## config.mk

```make
export PLATFORM = sky130hd
export DESIGN_NAME = paper_tape_binary_block_deframer_core
export DESIGN_NICKNAME = d
export VERILOG_FILES = /design/src/sv/ptbd_pkg.sv /design/src/sv/ptbd_frame_asm.sv /design/src/sv/ptbd_block_unit.sv /design/src/sv/paper_tape_binary_block_deframer_core.sv
export SDC_FILE = /design/constraint.sdc
export NUM_CORES = 1
export LEC_CHECK = 0
export ABC_AREA = 1
export BUFFER_PORTS_ARGS = -buffer_cell sky130_fd_sc_hd__buf_2
export CELL_PAD_IN_SITES_DETAIL_PLACEMENT = 1
export CELL_PAD_IN_SITES_GLOBAL_PLACEMENT = 2
export CORE_MARGIN = 4
export CORE_UTILIZATION = 39
export DETAILED_ROUTE_END_ITERATION = 10
export HOLD_SLACK_MARGIN = 0.06
export PLACE_DENSITY_LB_ADDON = 0.3
export SLEW_MARGIN = 15
export SYNTH_ARGS = -nofsm -noshare
export SYNTH_HDL_FRONTEND = slang
export SYNTH_SLANG_ARGS = --single-unit
```

## constraint.sdc

```tcl
create_clock -name clk -period 4.5 [get_ports clk]
set_input_delay 1.35 -clock clk [delete_from_list [all_inputs] [get_ports clk]]
set_output_delay 1.35 -clock clk [all_outputs]
set_load 0.005 [all_outputs]
```

## src/sv/ptbd_pkg.sv

```systemverilog
// ----------------------------------------------------------------------------
// ptbd_pkg
// Shared types and constants for the paper tape binary block deframer.
// ----------------------------------------------------------------------------
package ptbd_pkg;

    localparam int CounterBits = 16;
    localparam int WordBits    = 29;
    localparam int AddrBits    = 18;

    localparam logic [AddrBits-1:0] CountTop = 18'o400000;

    typedef enum logic [2:0] {
        PH_LEADER,
        PH_ADDR,
        PH_COUNT,
        PH_CKSUM,
        PH_DATA,
        PH_DONE
    } phase_t;

    typedef enum logic [2:0] {
        KIND_LEADER,
        KIND_LEADER_LAST,
        KIND_ADDR,
        KIND_COUNT,
        KIND_CKSUM,
        KIND_DATA,
        KIND_END
    } kind_t;

    // one assembled word handed from the frame assembler to the block unit
    typedef struct packed {
        logic                valid;
        logic [WordBits-1:0] word;
    } ptbd_word_t;

endpackage

```

## src/sv/ptbd_frame_asm.sv

```systemverilog
// ----------------------------------------------------------------------------
// ptbd_frame_asm
// Input register and three-frame word assembly.
// ----------------------------------------------------------------------------
module ptbd_frame_asm (
    input  logic              clk,
    input  logic              rst_n,
    input  logic              tape_valid,
    output logic              tape_stall,
    input  logic [7:0]        tape_byte,
    input  logic              res_free,
    output ptbd_pkg::ptbd_word_t wd
);
    import ptbd_pkg::*;

    logic                in_valid_reg, in_valid_next;
    logic [7:0]          in_byte_reg;
    logic [1:0]          pos_reg, pos_next;
    logic [WordBits-1:0] asm_reg, asm_next;
    logic                proc;
    logic                punched;
    logic [1:0]          chan;
    logic [5:0]          data;

    assign tape_stall = in_valid_reg && !res_free;
    assign proc       = in_valid_reg && res_free;
    assign punched    = in_byte_reg[7];
    assign chan       = in_byte_reg[7:6];
    assign data       = in_byte_reg[5:0];

    always_comb
    begin
        in_valid_next = in_valid_reg;
        if (tape_valid && !tape_stall)
            in_valid_next = 1'b1;
        else if (proc)
            in_valid_next = 1'b0;
    end

    always_comb
    begin
        pos_next  = pos_reg;
        asm_next  = asm_reg;
        wd.valid  = 1'b0;
        wd.word   = asm_reg | {6'd0, chan, 15'd0, data};
        if (proc && punched)
        begin
            unique case (pos_reg)
                2'd0:
                begin
                    asm_next = {chan, 9'd0, data, 12'd0};
                    pos_next = 2'd1;
                end
                2'd1:
                begin
                    asm_next = asm_reg | {3'd0, chan, 12'd0, data, 6'd0};
                    pos_next = 2'd2;
                end
                default:
                begin
                    asm_next = wd.word;
                    pos_next = 2'd0;
                    wd.valid = 1'b1;
                end
            endcase
        end
    end

    always_ff @(posedge clk or negedge rst_n)
    begin
        if (!rst_n)
        begin
            in_valid_reg <= 1'b0;
            pos_reg      <= 2'd0;
            asm_reg      <= '0;
        end
        else
        begin
            in_valid_reg <= in_valid_next;
            pos_reg      <= pos_next;
            asm_reg      <= asm_next;
        end
    end

    always_ff @(posedge clk)
    begin
        if (tape_valid && !tape_stall)
            in_byte_reg <= tape_byte;
    end

    a_pos_range: assert property (@(posedge clk) disable iff (!rst_n)
        pos_reg != 2'd3)
        else $error("frame position out of range");
    a_word_needs_proc: assert property (@(posedge clk) disable iff (!rst_n)
        wd.valid |-> (proc && punched && pos_reg == 2'd2))
        else $error("word strobe without third punched frame");
    a_hold_byte: assert property (@(posedge clk) disable iff (!rst_n)
        (in_valid_reg && !res_free) |=> (in_valid_reg && $stable(in_byte_reg)))
        else $error("held byte lost while result side blocked");

endmodule

```

## src/sv/ptbd_block_unit.sv

```systemverilog
// ----------------------------------------------------------------------------
// ptbd_block_unit
// Leader/block sequencing, checksum, counters and the result register.
// ----------------------------------------------------------------------------
module ptbd_block_unit (
    input  logic                       clk,
    input  logic                       rst_n,
    input  ptbd_pkg::ptbd_word_t       wd,
    output logic                       res_free,
    output logic                       result_valid,
    input  logic                       result_stall,
    output logic [2:0]                 kind,
    output logic [ptbd_pkg::WordBits-1:0] word,
    output logic [ptbd_pkg::AddrBits-1:0] address,
    output logic                       last_of_block,
    output logic                       checksum_bad,
    output logic [ptbd_pkg::AddrBits-1:0] block_sum,
    output logic [15:0]                blocks_total,
    output logic [15:0]                blocks_bad
);
    import ptbd_pkg::*;

    phase_t                 phase_reg, phase_next;
    logic [AddrBits-1:0]    addr_reg, addr_next;
    logic [AddrBits-1:0]    rem_reg, rem_next;
    logic [AddrBits-1:0]    sum_reg, sum_next;
    logic [CounterBits-1:0] tot_reg, tot_next;
    logic [CounterBits-1:0] bad_reg, bad_next;

    logic                   rv_reg, rv_next;
    kind_t                  kind_reg, kind_res;
    logic [WordBits-1:0]    word_reg, word_res;
    logic [AddrBits-1:0]    address_reg, address_res;
    logic                   last_reg, last_res;
    logic                   bad_flag_reg, bad_flag_res;
    logic [AddrBits-1:0]    bsum_reg, bsum_res;
    logic [CounterBits-1:0] tot_out_reg, bad_out_reg;

    logic                   load;
    logic [AddrBits-1:0]    w18;
    logic [AddrBits-1:0]    sum_add;
    logic                   end_of_tape;

    assign res_free    = !rv_reg || !result_stall;
    assign load        = wd.valid && (phase_reg != PH_DONE);
    assign w18         = wd.word[AddrBits-1:0];
    assign sum_add     = sum_reg + w18;
    assign end_of_tape = addr_reg[17:15] != 3'd0;

    // next phase
    always_comb
    begin
        phase_next = phase_reg;
        if (wd.valid)
        begin
            unique case (phase_reg)
                PH_LEADER: if (wd.word[21]) phase_next = PH_ADDR;
                PH_ADDR:   phase_next = PH_COUNT;
                PH_COUNT:  phase_next = end_of_tape ? PH_DONE : PH_CKSUM;
                PH_CKSUM:  phase_next = PH_DATA;
                PH_DATA:   if (rem_reg == 18'd1) phase_next = PH_ADDR;
                PH_DONE:   phase_next = PH_DONE;
                default:   phase_next = phase_reg;
            endcase
        end
    end

    // datapath and result fields
    always_comb
    begin
        addr_next    = addr_reg;
        rem_next     = rem_reg;
        sum_next     = sum_reg;
        tot_next     = tot_reg;
        bad_next     = bad_reg;
        kind_res     = KIND_LEADER;
        word_res     = {11'd0, w18};
        address_res  = addr_reg;
        last_res     = 1'b0;
        bad_flag_res = 1'b0;
        bsum_res     = sum_add;
        unique case (phase_reg)
            PH_LEADER:
            begin
                kind_res    = wd.word[21] ? KIND_LEADER_LAST : KIND_LEADER;
                word_res    = wd.word;
                address_res = '0;
                bsum_res    = '0;
            end
            PH_ADDR:
            begin
                addr_next   = w18;
                sum_next    = w18;
                kind_res    = KIND_ADDR;
                address_res = w18;
                bsum_res    = w18;
            end
            PH_COUNT:
            begin
                sum_next = sum_add;
                if (end_of_tape)
                    kind_res = KIND_END;
                else
                begin
                    kind_res = KIND_COUNT;
                    // bit 17 forced, then negated: 1 to 2^17 data words
                    rem_next = CountTop - {1'b0, w18[16:0]};
                end
            end
            PH_CKSUM:
            begin
                sum_next = sum_add;
                kind_res = KIND_CKSUM;
            end
            PH_DATA:
            begin
                sum_next  = sum_add;
                addr_next = addr_reg + 18'd1;
                rem_next  = rem_reg - 18'd1;
                kind_res  = KIND_DATA;
                if (rem_reg == 18'd1)
                begin
                    last_res     = 1'b1;
                    bad_flag_res = sum_add != '0;
                    tot_next     = tot_reg + CounterBits'(1);
                    if (sum_add != '0)
                        bad_next = bad_reg + CounterBits'(1);
                end
            end
            default:
            begin
                kind_res = KIND_END;
            end
        endcase
    end

    always_comb
    begin
        rv_next = rv_reg;
        if (load)
            rv_next = 1'b1;
        else if (rv_reg && !result_stall)
            rv_next = 1'b0;
    end

    always_ff @(posedge clk or negedge rst_n)
    begin
        if (!rst_n)
        begin
            phase_reg <= PH_LEADER;
            addr_reg  <= '0;
            rem_reg   <= '0;
            sum_reg   <= '0;
            tot_reg   <= '0;
            bad_reg   <= '0;
            rv_reg    <= 1'b0;
        end
        else
        begin
            phase_reg <= phase_next;
            rv_reg    <= rv_next;
            if (load)
            begin
                addr_reg <= addr_next;
                rem_reg  <= rem_next;
                sum_reg  <= sum_next;
                tot_reg  <= tot_next;
                bad_reg  <= bad_next;
            end
        end
    end

    always_ff @(posedge clk)
    begin
        if (load)
        begin
            kind_reg     <= kind_res;
            word_reg     <= word_res;
            address_reg  <= address_res;
            last_reg     <= last_res;
            bad_flag_reg <= bad_flag_res;
            bsum_reg     <= bsum_res;
            tot_out_reg  <= tot_next;
            bad_out_reg  <= bad_next;
        end
    end

    assign result_valid  = rv_reg;
    assign kind          = kind_reg;
    assign word          = word_reg;
    assign address       = address_reg;
    assign last_of_block = last_reg;
    assign checksum_bad  = bad_flag_reg;
    assign block_sum     = bsum_reg;
    assign blocks_total  = 16'(tot_out_reg);
    assign blocks_bad    = 16'(bad_out_reg);

    a_no_load_blocked: assert property (@(posedge clk) disable iff (!rst_n)
        (rv_reg && result_stall) |-> !load)
        else $error("result overwritten while stalled");
    a_done_silent: assert property (@(posedge clk) disable iff (!rst_n)
        (phase_reg == PH_DONE) |-> !load)
        else $error("result after end of tape");
    a_last_is_data: assert property (@(posedge clk) disable iff (!rst_n)
        (rv_reg && last_reg) |-> (kind_reg == KIND_DATA))
        else $error("block end flag on non-data word");
    a_bad_needs_last: assert property (@(posedge clk) disable iff (!rst_n)
        (rv_reg && bad_flag_reg) |-> last_reg)
        else $error("checksum flag away from block end");

endmodule

```

## src/sv/paper_tape_binary_block_deframer_core.sv

```systemverilog
// ----------------------------------------------------------------------------
// paper_tape_binary_block_deframer_core
// Packs punched tape frames into words and splits the binary loader
// stream into leader, block header, data and end-of-tape results.
// ----------------------------------------------------------------------------
//  channel | handshake                   | payload
//  --------+-----------------------------+-----------------------------------
//  tape    | tape_valid / tape_stall     | tape_byte
//  result  | result_valid / result_stall | kind, word, address, last_of_block,
//          |                             | checksum_bad, block_sum,
//          |                             | blocks_total, blocks_bad
//
//  One byte per cycle while the result is not stalled: input register, one
//  level of state update, result register. A byte that completes a word is
//  held in the input register, and its result is presented from the result register.
//  Reset (async, active low) returns to the leader phase with counters clear.
//  A stalled result holds; one more byte is taken into the input register,
//  then tape_stall rises until the result moves.
//  After end of tape, bytes are taken and dropped until reset.
// ----------------------------------------------------------------------------
module paper_tape_binary_block_deframer_core (
    input  logic                       clk,
    input  logic                       rst_n,
    input  logic                       tape_valid,
    output logic                       tape_stall,
    input  logic [7:0]                 tape_byte,
    output logic                       result_valid,
    input  logic                       result_stall,
    output logic [2:0]                 kind,
    output logic [ptbd_pkg::WordBits-1:0] word,
    output logic [ptbd_pkg::AddrBits-1:0] address,
    output logic                       last_of_block,
    output logic                       checksum_bad,
    output logic [ptbd_pkg::AddrBits-1:0] block_sum,
    output logic [15:0]                blocks_total,
    output logic [15:0]                blocks_bad
);
    import ptbd_pkg::*;

    ptbd_word_t wd;
    logic       res_free;

    ptbd_frame_asm u_frame (
        .clk        (clk),
        .rst_n      (rst_n),
        .tape_valid (tape_valid),
        .tape_stall (tape_stall),
        .tape_byte  (tape_byte),
        .res_free   (res_free),
        .wd         (wd)
    );

    ptbd_block_unit u_block (
        .clk           (clk),
        .rst_n         (rst_n),
        .wd            (wd),
        .res_free      (res_free),
        .result_valid  (result_valid),
        .result_stall  (result_stall),
        .kind          (kind),
        .word          (word),
        .address       (address),
        .last_of_block (last_of_block),
        .checksum_bad  (checksum_bad),
        .block_sum     (block_sum),
        .blocks_total  (blocks_total),
        .blocks_bad    (blocks_bad)
    );

endmodule
```

# [Word level (Yosys, flattened, before mapping)]
# Cells that the tools add are included.
[classes] n_eq_ne=11 add_sub_neg=6 reduce_logical=28 n_bitwise=2 muxes=27
[ops] operator="18-bit one-hot mux with 2 select lines" n=5
[ops] operator="16-bit 2-to-1 mux" n=5
[ops] operator="29-bit one-hot mux with 2 select lines" n=1
[ops] operator="16-bit by 1-bit adder with 16-bit output, second input constant" n=2
[ops] operator="29-bit by 23-bit bitwise OR with 29-bit output" n=1
[ops] operator="29-bit by 26-bit bitwise OR with 29-bit output" n=1
[ops] operator="18-bit by 1-bit adder with 18-bit output, second input constant" n=1
[ops] operator="18-bit adder" n=1
[ops] operator="18-bit by 1-bit == test with 1-bit output, second input constant" n=1
[ops] operator="18-bit 2-to-1 mux" n=1
[ops] operator="3-bit one-hot mux with 6 select lines" n=1
[ops] operator="18-bit nonzero test" n=1
[ops] operator="18-bit by 1-bit subtractor with 18-bit output, second input constant" n=1
[ops] operator="18-bit by 17-bit subtractor with 18-bit output, first input constant" n=1
[ops] operator="3-bit one-hot mux with 5 select lines" n=1
[ops] operator="3-bit 2-to-1 mux" n=4
[ops] operator="2-bit nonzero test" n=5
[ops] operator="1-bit 2-to-1 mux" n=8
[ops] operator="3-bit by 2-bit == test with 1-bit output, second input constant" n=2
[ops] operator="3-bit == test, second input constant" n=2
[ops] operator="1-bit logical AND" n=6
[ops] operator="2-bit AND reduction" n=3
[ops] operator="6-bit nonzero test" n=1
[ops] operator="1-bit logical NOT" n=4
[ops] operator="14 further kinds" n=15
[word_totals] output_inout_bits=104 in_bits=12 regBits=232 word_cells=94

# [Logic depth before layout (Yosys ltp)]
[logic_depth] depth_word=7 ltp_mapped=22 mapped_depth_nobuf=21

# [Cells and area by module]
# Synthesis repeated with hierarchy kept, for this count alone.
[hier_totals] cells_unflattened=1468 area_unflattened_um2=12210.5
[modules_own_cells] mod="ptbd_block_unit" seq_area_each_um2=5315.1 area_per_inst_um2=10622.7 cells_each=1302 instances=1
[modules_own_cells] mod="ptbd_frame_asm" seq_area_each_um2=915.9 area_per_inst_um2=1587.8 cells_each=166 instances=1

# [Least setup slack after synthesis]
# Ideal clock, no wire load.
[synth_timing] kind="input to register" startpoint="input result_stall" endpoint="register u_block.address_reg[0], in the netlist u_block.address[0] (enable)" n_path_buf=2 setup_time_ns=0.376 slack_ns=1.522 required_time_ns=4.124 stages=7 t_arrival_ns=2.602 path_cell_list="nand2_1 nand3_1 nor2_1 inv_2 a21oi_2 clkbuf_8 clkbuf_8"
[synth_between] elab_chain_cells=6
[synth_rtl] element="start: declaration" line="paper_tape_binary_block_deframer_core.sv:28" text="input logic result_stall,"
[synth_rtl] element="1-bit logical NOT" line="ptbd_block_unit.sv:44" text="assign res_free = !rv_reg || !result_stall;"
[synth_rtl] element="1-bit logical OR" line="ptbd_block_unit.sv:44"
[synth_rtl] element="1-bit logical AND" line="ptbd_frame_asm.sv:26" text="assign proc = in_valid_reg && res_free;"
[synth_rtl] element="1-bit logical AND" line="ptbd_frame_asm.sv:46" text="if (proc && punched)"
[synth_rtl] element="1-bit 2-to-1 mux" line="ptbd_frame_asm.sv:46"
[synth_rtl] element="1-bit logical AND" line="ptbd_block_unit.sv:45" text="assign load = wd.valid && (phase_reg != PH_DONE);"
[synth_rtl] element="named net u_block.load" line="ptbd_block_unit.sv:39" text="logic load;"
[synth_rtl] element="end signal: assignment" line="ptbd_block_unit.sv:179" text="address_reg <= address_res;"
[synth_rtl] element="end: declaration" line="ptbd_block_unit.sv:33" text="logic [AddrBits-1:0] address_reg, address_res;"
# The timed path passes the listed nets, and every way through them passes these cells.
# A chain may end at the register's enable or synchronous reset.

==> summary.md <==
| Metric | Value |
|---|---|
| CTS tree | built |
| Commonest non-fill, non-tap cell in the layout | nand2_1 |
| Fmax | just under 300 MHz |
| Worst rel slew slack | 0.522 |
| Die height | 183 microns |
| Post-Route M1 WL | 17.1 mm |
| Clock skew | 0.0130 ns |
| Post-layout minimum cycle time | ~3.4 ns |
| Post-synthesis cell area | 12000 sq um |
| RePlAce Congestion | 0.831 |
| CP Class | flip-flop to flip-flop |
| Leading cell types by total area after synthesis | edfxtp_1, dfrtp_1, nand2_1 |
| Tot Pwr | around 0.0064 W |
| Post-DR wirelength/cell | 18.2 microns |
| Setup TNS | 0 ns |
| Fin Hold WS | 0.485 ns |
| Synth unique cells | 56 |
| Synth warn | 0 |
| Global-route usage over all layers | 0.212 |
| Internal power | 0.00427 W |
| Drt drc | 0 |
| Num ports | 116 |
| Combinational share of power | 0.230 |
| Status | completed |
| Initial DRC count | about 720 |
| Max Transition Viols Final | 0 |
| Final setup violation count | 0 |
| Dpl cell area | 12900 sq um |
| Commonest cells after routing, fill and taps aside | nand2_1, inv_1, o21ai_0 |
| PwrDens | 461 nW/um^2 |
| P_sw | 0.00210 W |
| Worst Tran Pin Value | between 0.7 and 0.8 ns |
| RSZ-0062 raised after global routing | no |
| Remaining antenna violation count after routing | 0 |
| Initial antenna violation count | 0 |
| Die ar. | 33500 sq um |
| Post-layout nets | roughly 1600 |
| Final instance area | 13800 sq um |
| Synth top area share | 0.264 |
| CP Capture Type | flip-flop |
| Count of state elements after synthesis | 222 |
| Die W | 183 microns |
| Maxcap violations | 0 |
| Clock Power Share | 0.353 |
| Clock sinks | 222 |
| Starting density of the core | 0.399 |
| Total CTS buffers | 26 |
| Highest metal used | met4 |
| Hold buffer count at CTS | 0 |
| Post-Route WL | 35.5 mm |
| Part of the cycle the worst path needs | 0.745 |
| Port-buffer cells | 110 |
| WL met3 | 1.26 mm |
| Vias per cell | 5.12 |
| Post-synth top area cell | edfxtp_1 |
| Worst-path clk slew | 0.06 ns |
| Clock latency at the later pin of the worst-skew pair | between 0.5 and 0.6 ns |
| H-tree depth | 1 |
| Worst Path Max Fanout | 31 |
| Grt total ovfl | 0 |
| Met2 routed WL | 16.4 mm |
| Max rail drop VDD | ~0.28 mV |
| Resized cells post-CTS | 0 |
| Primary FF master, synth | dfrtp_1 |
| CP required | roughly 4.8 ns |
| Via count | 9960 |
| Switch share | 0.330 |
| Gate Count Post-Synth | 1421 |
| Worst Hold Class | flip-flop to flip-flop |
| Post-synthesis area per instance | 8.42 sq um |
| Static Leak | 6.38 nW |
| CP Data Arrival Time | 3.64 ns |
| Vias in the first global route | a little over 10000 |
| Setup crit start kind | flip-flop |
| N_diodes | 0 |
| Seq/Total Area, Yosys | 0.508 |
| Largest net degree at the start of global routing | 109 |
| Bufs on Longest Clock Path | 3 |
| Final HPWL from detailed placement | roughly 26 mm |
| DRT Pass-1 Iters | 5 |
| # rows | 63 |
| Post-synth EDFFs | 105 |
| Share of cells above drive strength 1 | 0.159 |
| First-pass GRT wire length | 57.5 mm |
| Clk Tree Root Cell | clkbuf_16 |
| Layout area overhead | 15.6% |
| Asr flop ratio synth | 0.527 |
| Final Hold Vio Count | 0 |
| Final Util | 0.462 |
| Postcts setup bufs | 0 |
| Core Region | 30000 sq um |
| Register share of total power | 0.416 |
synth_stat cells, types with 4 or more instances:
master / n
nor2_2: 13
o211ai_1: 5
a21oi_1: 47
clkbuf_1: 20
nand2_1: 378
edfxtp_1: 105
inv_1: 181
and2_1: 4
a32o_1: 6
nand2_2: 23
nand3_1: 71
nor2_4: 5
ha_1: 24
xor2_1: 32
buf_2: 11
dfrtp_1: 117
nand3_2: 8
buf_4: 8
nor2_1: 105
nand4_1: 18
o21ai_0: 123
nand3b_1: 8
o21ai_1: 9
nor4_1: 6
inv_2: 16
o22ai_1: 14
nor3_1: 21
per-layer routing:
| layer | track usage | vias up |
|---|---|---|
| met5 | 0 | - |
| met4 | 0.0411 | 0 |
| met3 | 0.0236 | 44 |
| met2 | 0.345 | 162 |
| met1 | 0.310 | 4877 |
| li1 | - | 4877 |
worst max-delay path, stage by stage (launching register included):
cell	delay, ns
edfxtp_1	0.45
nor2_2	0.07
inv_1	0.14
ha_1	0.29
inv_1	0.08
fa_1	0.41
inv_1	0.11
nand2_1	0.06
nand2_1	0.06
nand3_1	0.08
nand2_1	0.13
nand2_1	0.10
nand2_1	0.07
nand2_1	0.04
nand2_1	0.15
nand3_2	0.12
nor2_4	0.14
nand2_4	0.21
nand2_1	0.15
nand2_1	0.07
and2_1	0.15
power groups by stage:
stage / Sequential [W] / Clock, W / Combinational [W]
2_1_floorplan: 0.00260 / 0 / 0.000929
3_3_place_gp: 0.00268 / 0 / 0.00144
3_5_place_dp: 0.00269 / 0 / 0.00146
4_1_cts: 0.00265 / 0.00230 / 0.00148
5_1_grt: 0.00268 / 0.00241 / 0.00165
6_report: 0.00265 / 0.00225 / 0.00147
kinds of logic after synthesis:
family / after synthesis / synth area share
AND/OR/NAND/NOR: 670 / 0.249
adder cells (fa/ha/maj): 25 / 0.0268
AO/OA/AOI/OAI: 225 / 0.105
multiplexers: 1 / 0.000837
flip-flops: 222 / 0.508
buffers and inverters: 243 / 0.0843
other: 1 / 0.000314
XOR/XNOR: 34 / 0.0249
worst paths after layout:
kind                                         from               endpoint  slack, ns  cells past startpoint
setup / recovery           u_frame.in_byte_reg[0]  u_block.blocks_bad[1]       1.15                     20
setup reg to reg           u_frame.in_byte_reg[0]  u_block.blocks_bad[1]       1.15                     20
hold / removal                u_block.tot_reg[13]    u_block.tot_reg[13]       0.49                      2
min in group asynchronous                   rst_n    u_frame.asm_reg[25]       0.83                      1
hold reg to reg               u_block.tot_reg[13]    u_block.tot_reg[13]       0.49                      2
max in group asynchronous                   rst_n    u_block.bad_reg[14]       2.80                      2
final cells by class:
type	instances	area (sq um)
multi-input combinational	960	4890
tap	390	488
inverter	198	743
clock inverter	12	161
fill	3632	16100
sequential	222	6080
clock buffer	36	759
timing repair buffer	126	698
stage by stage:
stage	instances	worst slack [ns]
after floorplan	1425	1.52
after global placement	1896	0.765
after detailed placement	1896	0.658
after CTS	1944	1.11
after global routing	1944	0.824
final	1944	1.15
(Power assumes the default switching activity.)
